### src/hw/rtl/conservative_to_roe_vector_defines.svh
// ----------------------------------------------------------------------------
// conservative_to_roe_vector_defines
// assertion macros shared by the roe vector rtl
// ----------------------------------------------------------------------------
`ifndef CONSERVATIVE_TO_ROE_VECTOR_DEFINES_SVH
`define CONSERVATIVE_TO_ROE_VECTOR_DEFINES_SVH

// same-cycle implication, checked on every clock edge outside reset
`define C2R_ASSERT_IMP(lbl, clk, rst_n, ante, cons, msg) \
  lbl: assert property (@(posedge clk) disable iff (!rst_n) (ante) |-> (cons)) \
    else $error(msg);

// next-cycle implication, checked on every clock edge outside reset
`define C2R_ASSERT_NXT(lbl, clk, rst_n, ante, cons, msg) \
  lbl: assert property (@(posedge clk) disable iff (!rst_n) (ante) |=> (cons)) \
    else $error(msg);

`endif

### src/hw/rtl/c2r_pkg.sv
// ----------------------------------------------------------------------------
// c2r_pkg
// shared constants of the conservative to roe vector block
// ----------------------------------------------------------------------------
package c2r_pkg;

  // default data word format, q16.16 in a 32 bit word
  localparam int WORD_BITS_DEF = 32;
  localparam int FRAC_BITS_DEF = 16;

  // heat ratio register, unsigned q2.16 in 18 bits, reset 1.4
  localparam int GAMMA_W = 18;
  localparam logic [GAMMA_W-1:0] GAMMA_RESET = 18'd91750;

  // lanes divided by the root: x, y, z momentum, k term, omega term
  localparam int NUM_LANES = 5;
  localparam int LANE_MX = 0;
  localparam int LANE_MY = 1;
  localparam int LANE_MZ = 2;
  localparam int LANE_K  = 3;
  localparam int LANE_OM = 4;

endpackage

### src/hw/rtl/c2r_sqrt.sv
// ----------------------------------------------------------------------------
// c2r_sqrt
// pipelined integer square root, one root bit per register stage
// ----------------------------------------------------------------------------
module c2r_sqrt import c2r_pkg::*; #(
  parameter int RAD_W = WORD_BITS_DEF - 1 + FRAC_BITS_DEF
) (
  input  logic                     clk_i,
  input  logic                     en_i,
  input  logic [RAD_W-1:0]         rad_i,
  output logic [(RAD_W+1)/2-1:0]   root_o
);

  localparam int RT_W  = (RAD_W + 1) / 2;
  localparam int X_W   = 2 * RT_W;
  localparam int REM_W = RT_W + 2;

  logic [REM_W-1:0] rem_q  [RT_W];
  logic [RT_W-1:0]  root_q [RT_W];
  logic [X_W-1:0]   x_q    [RT_W];

  for (genvar k = 0; k < RT_W; k++) begin : g_step
    logic [REM_W-1:0] rem_p;
    logic [RT_W-1:0]  root_p;
    logic [X_W-1:0]   x_p;
    logic [REM_W-1:0] rem_t;
    logic [REM_W-1:0] trial;
    logic             take;

    // previous stage, or the radicand at the head
    if (k == 0) begin : g_head
      assign rem_p  = '0;
      assign root_p = '0;
      assign x_p    = X_W'(rad_i);
    end else begin : g_body
      assign rem_p  = rem_q[k-1];
      assign root_p = root_q[k-1];
      assign x_p    = x_q[k-1];
    end

    // bring down two radicand bits and try root*4+1
    assign rem_t = {rem_p[REM_W-3:0], x_p[X_W-1 -: 2]};
    assign trial = {root_p, 2'b01};
    assign take  = rem_t >= trial;

    always_ff @(posedge clk_i) begin
      if (en_i) begin
        rem_q[k]  <= take ? rem_t - trial : rem_t;
        root_q[k] <= {root_p[RT_W-2:0], take};
        x_q[k]    <= x_p << 2;
      end
    end
  end

  assign root_o = root_q[RT_W-1];

endmodule

### config.mk
export PLATFORM = sky130hd
export DESIGN_NAME = c2r_sqrt
export DESIGN_NICKNAME = d
export VERILOG_FILES = /design/src/hw/rtl/conservative_to_roe_vector_defines.svh /design/src/hw/rtl/c2r_pkg.sv /design/src/hw/rtl/c2r_sqrt.sv
export SDC_FILE = /design/constraint.sdc
export NUM_CORES = 2
export LEC_CHECK = 0
export BUFFER_PORTS_ARGS = -buffer_cell sky130_fd_sc_hd__clkbuf_2
export CAP_MARGIN = 20
export CORE_UTILIZATION = 60
export CTS_BUF_LIST = sky130_fd_sc_hd__clkbuf_8
export DETAILED_ROUTE_END_ITERATION = 12
export PLACE_DENSITY = 0.86
export SYNTH_ARGS = -nofsm -noshare
export SYNTH_HDL_FRONTEND = slang
export SYNTH_SLANG_ARGS = --single-unit
### constraint.sdc
create_clock -name clk_i -period 9.6 [get_ports clk_i]
set_input_delay 1.44 -clock clk_i [delete_from_list [all_inputs] [get_ports clk_i]]
set_output_delay 1.44 -clock clk_i [all_outputs]
set_load 0.01 [all_outputs]
==> Word level (Yosys, flattened, before mapping) <==
Memories as Yosys holds them, arrays and structs flattened.
Index checks and enable logic that the tools add are counted.
{ "word_totals": {"ff_bits": 0, "output_inout_bits": 24, "ramBits": 2304, "wordCells": 77, "memories": 3, "in_bits": 49} }
{ "mem_list": {"columns": ["memory", "words", "width", "read_ports", "rd_clocked_by_memory_dff", "write_ports", "line", "source"], "rows": [
  ["x_q", 24, 46, 23, 0, 24, "c2r_sqrt.sv:20", "logic [X_W-1:0] x_q [RT_W];"],
  ["rem_q", 24, 26, 23, 0, 24, "c2r_sqrt.sv:18", "logic [REM_W-1:0] rem_q [RT_W];"],
  ["root_q", 24, 24, 24, 0, 24, "c2r_sqrt.sv:19", "logic [RT_W-1:0] root_q [RT_W];"]
]} }
{ "classes": {"n_addsub": 24, "magnitude_cmp": 24, "muxes": 26} }
{ "ops": {"columns": ["operator", "n"], "rows": [
  ["26-bit 2-to-1 mux", 24],
  ["26-bit >= comparator", 23],
  ["26-bit subtractor", 23],
  ["1-bit 2-to-1 mux", 2],
  ["1-bit by 1-bit subtractor with 2-bit output (second input constant)", 1],
  ["1-bit >= comparator (second input constant)", 1]
]} }

==> Longest topological paths before layout <==
An unclocked memory read counts as a cell.
{ "logic_depth": {"word_depth": 3, "mapped_depth": 13, "ltp_nobuf": 12} }

==> Worst setup path before layout <==
No wires, ideal clock.
{ "synth_path": {"path_type": "reg2reg", "start": "mem rem_q[2][113] (netlist name)", "end": "mem rem_q[2][146] (netlist name) (data pin)", "required_time_ps": 9338, "slack_ps": 6424, "arrival_ps": 2914, "path_stages_with_launch": 13, "path_cell_list": "edfxtp_1 -> ha_1 -> a21o_1 -> a21o_1 -> a21o_1 -> nand2b_1 -> a31oi_1 -> o21ai_1 -> a211oi_1 -> or2_1 -> clkbuf_1 -> buf_2 -> mux2_1"} }
{ "synth_rtl": {"columns": ["element", "line"], "rows": [
  ["start: declaration", "c2r_sqrt.sv:18"]
]} }

==> metrics.md <==
| Metric | Value |
|---|---|
| Drt pass-1 iters | `6` |
| R2R setup slack | `between 5 and 6 ns` |
| Cell Chain, Critical Path | `or3_1, or3_1, a41o_1, nor4_1, nand4_1, nand4_1, nor3_1, xor2_1` |
| Synth Register Bits | `~1.4k` |
| Async SR Flop Fraction | `0%` |
| CP max FO | `18` |
| Worst path max stage delay | `~0.76 ns` |
| Largest net degree at the start of global routing | `210` |
| Worst Hold Class | `flop to flop` |
| Port Buffers | `72` |
| Root Buffer | `clkbuf_8` |
| TritonCTS clock tree | `built` |
| Share of post-route cells with drive strength above 1 | `around 8.8%` |
| Crit path launch type | `flop` |
| Critical Path Sink Type | `flop` |
| Via/cell ratio | `about 5.7` |
| Overall routed net length | `about 110000 um` |
| First-pass GRT wire length | `~180000 um` |
| RSZ-0062 raised after global routing | `no` |
| Longest Clk Path Bufs | `3` |
| Sequential area share after synthesis | `roughly 65%` |
| TritonCTS buffer count | `just over 200` |
| GRT overflow | `0` |
| Main synth FF type | `edfxtp_1` |
| Setup TNS | `0 ns` |
| Initial DRC Count | `roughly 3.1k` |
| Final Hold Fails | `0` |
| Req. time, crit path | `approximately 10 ns` |
| Sink Count | `~1.4k` |
| Clock skew after layout | `slightly below 0.05 ns` |
| Synth warn | `0` |
| Core area | `0.1036 mm2` |
| Die X | `325.4 um` |
| Avg Synthesized Cell Area | `13.38 um2` |
| Worst-Margin Slew | `roughly 1.1 ns` |
| Post-DP Area | `0.06490 mm2` |
| Pleak | `between 0.02 and 0.03 uW` |
| Max Freq | `0.2579 GHz` |
| Post-CTS Resized | `0` |
| Number of global-route vias before repair | `about 37k` |
| Final Cell Area | `0.06881 mm2` |
| Max-slew headroom | `approximately a quarter` |
| Postcts setup bufs | `0` |
| Post-route insts no fill | `~6.5k` |
| DRT antenna net count | `0` |
| CP Class | `flop to flop` |
| Worst vdd ir | `between 0.00015 and 0.0002 V` |
| PD cells | `about 220 mW/mm2` |
| Final Slew Violations | `0` |
| Total GRT Usage | `approximately a fifth` |
| Synthesized Nets | `5063` |
| H-tree depth | `4` |
| RD Place Congestion | `between 0.9 and 1` |
| I/O pins | `73` |
| CTS Hold Bufs | `0` |
| Initial antenna violation count | `2` |
| Crit share post-route | `between 40% and 50%` |
| Layout net count | `between 5k and 6k` |
| # setup viols final | `0` |
| Clock Latency Late Sink | `0.91 ns` |
| Fillers | `~7.0k` |
| Via Count | `between 30k and 40k` |
| Count of cell types in the netlist | `85` |
| DR WL/cell | `roughly 17 um` |
| Post-Synthesis Cell Area | `~0.063 mm2` |
| EDFF count, synth | `around 1.4k` |
| Pwr Total | `around 15000 uW` |
| Outcome | `finished, final reports clean` |
| Initial Util | `between 60% and 70%` |
| Placed cells | `between 6k and 7k` |
| P&R area growth vs syn | `9.663%` |
| DR DRC count | `0` |
| Cell Rows | `roughly 120` |
| Syn Inst Count | `around 4.7k` |
| Die area | `0.1059 mm2` |
| Final min period | `~3.9 ns` |
| Maxcap violations | `0` |
| Chip Height | `~330 um` |
| Clk slew on worst S/H paths | `~0.070 ns` |
| Critical Path AT | `~4.5 ns` |
| Slowest CP cell | `nand4_1` |
| Hpwl dp | `76020 um` |
[through the flow]
step	setup WS, ns	hold WS (ns)	utilization (%)
after detailed placement	5.440	0.4045	62.62
after CTS	5.774	0.3810	66.36
final	5.722	0.3701	66.39
after floorplan	6.424	0.4003	-
after global placement	5.529	0.4003	62.59
after global routing	5.465	0.3833	66.39
[cells in the mapped netlist (71+ instances only)]
cell type     n  share of area, %
ha_1        323               6.4
a21o_1      110               1.3
nand2_1     258               1.5
nand2b_1     76              0.76
a21oi_1     285               2.3
edfxtp_1   1367                65
o21ai_0     157               1.3
xor2_1      180               2.5
nand3_1      71              0.57
nor3_1      107              0.85
xnor2_1     220               3.1
inv_1       391               2.3
mux2_1       76               1.4
nor2_1      304               1.8
[registers in the layout (all words and copies together), names as in the netlist]
signal / flops
rem_q: 515
root_q: 300
x_q: 552
[metal layers]
layer | track usage (%) | vias to the layer above | routed length (um)
met5 | 0 | - | 13
met4 | 8.706 | 2 | 3607
met3 | 3.884 | 270 | 6307
met2 | 35.73 | 1129 | 55170
met1 | 26.62 | 17700 | 46160
li1 | - | 17860 | -
[area by class of cell]
type	instances	area (um2)	share of cell area (%)
diodes	3	7.507	0.01091
well taps	1380	1727	2.509
flip-flops and latches	1367	41050	59.66
clock inverters	158	1041	1.513
repair buffers	103	681.9	0.9910
multi-input cells	2860	19980	29.03
clock buffers	206	2835	4.120
inverters	398	1494	2.171
[critical path: cells and delay by family (launching register included)]
family	cells	cell delay, ns
simple gates	6	2.75
flops	1	0.44
compound gates	1	0.24
xor+xnor	1	0.16
[where the power goes]
| part | switching [uW] | internal [uW] |
|---|---|---|
| clock network | 2190 | 2330 |
| registers | 419 | 7520 |
| logic | 1670 | 1340 |
[cells by family (layout without fill, tap and decap cells)]
| kind of cell | count (synthesis) | in the layout | share of synthesized area, % |
|---|---|---|---|
| buffers and inverters | 464 | 865 | 2.798 |
| AND/OR/NAND/NOR | 1151 | 1151 | 9.188 |
| adder cells (fa/ha/maj) | 323 | 323 | 6.441 |
| multiplexers | 114 | 114 | 2.028 |
| other | 1 | 4 | 0.005976 |
| flip-flops | 1367 | 1367 | 65.42 |
| XOR/XNOR | 400 | 400 | 5.583 |
| AO/OA/AOI/OAI | 871 | 871 | 8.536 |
[worst paths after layout]
check,start,end,depth (start not counted)
worst min register to register,x_q[2][37]$_DFFE_PP_,x_q[2][85]$_DFFE_PP_,0
worst min-delay path,x_q[2][37]$_DFFE_PP_,x_q[2][85]$_DFFE_PP_,0
worst max-delay path,rem_q[0][120]$_DFFE_PP_,rem_q[0][149]$_DFFE_PP_,8
worst max register to register,rem_q[0][120]$_DFFE_PP_,rem_q[0][149]$_DFFE_PP_,8
[cell usage in the layout, fill, tap and decap left out, types with 27 or more instances in the layout]
master    synthesis  final
xor2_1          180    180
o21ai_0         157    157
nand3_1          71     71
o21a_1           56     56
xnor2_1         220    220
nand4_1          45     45
and3_1           29     29
nand2b_1         76     76
a21oi_1         285    284
or3_1            51     51
nand2_1         258    258
edfxtp_1       1367   1367
nor2_1          304    303
clkbuf_8          0    206
nor4_1           47     46
mux2_1           76     76
inv_1           391    452
clkbuf_2          0     71
o21ai_1          68     68
nor2b_1          42     42
clkinv_1          1     47
nor3_1          107    107
ha_1            323    323
mux2_2           29     29
a21o_1          110    110
o31ai_1          28     27
(Power assumes the default switching activity.)
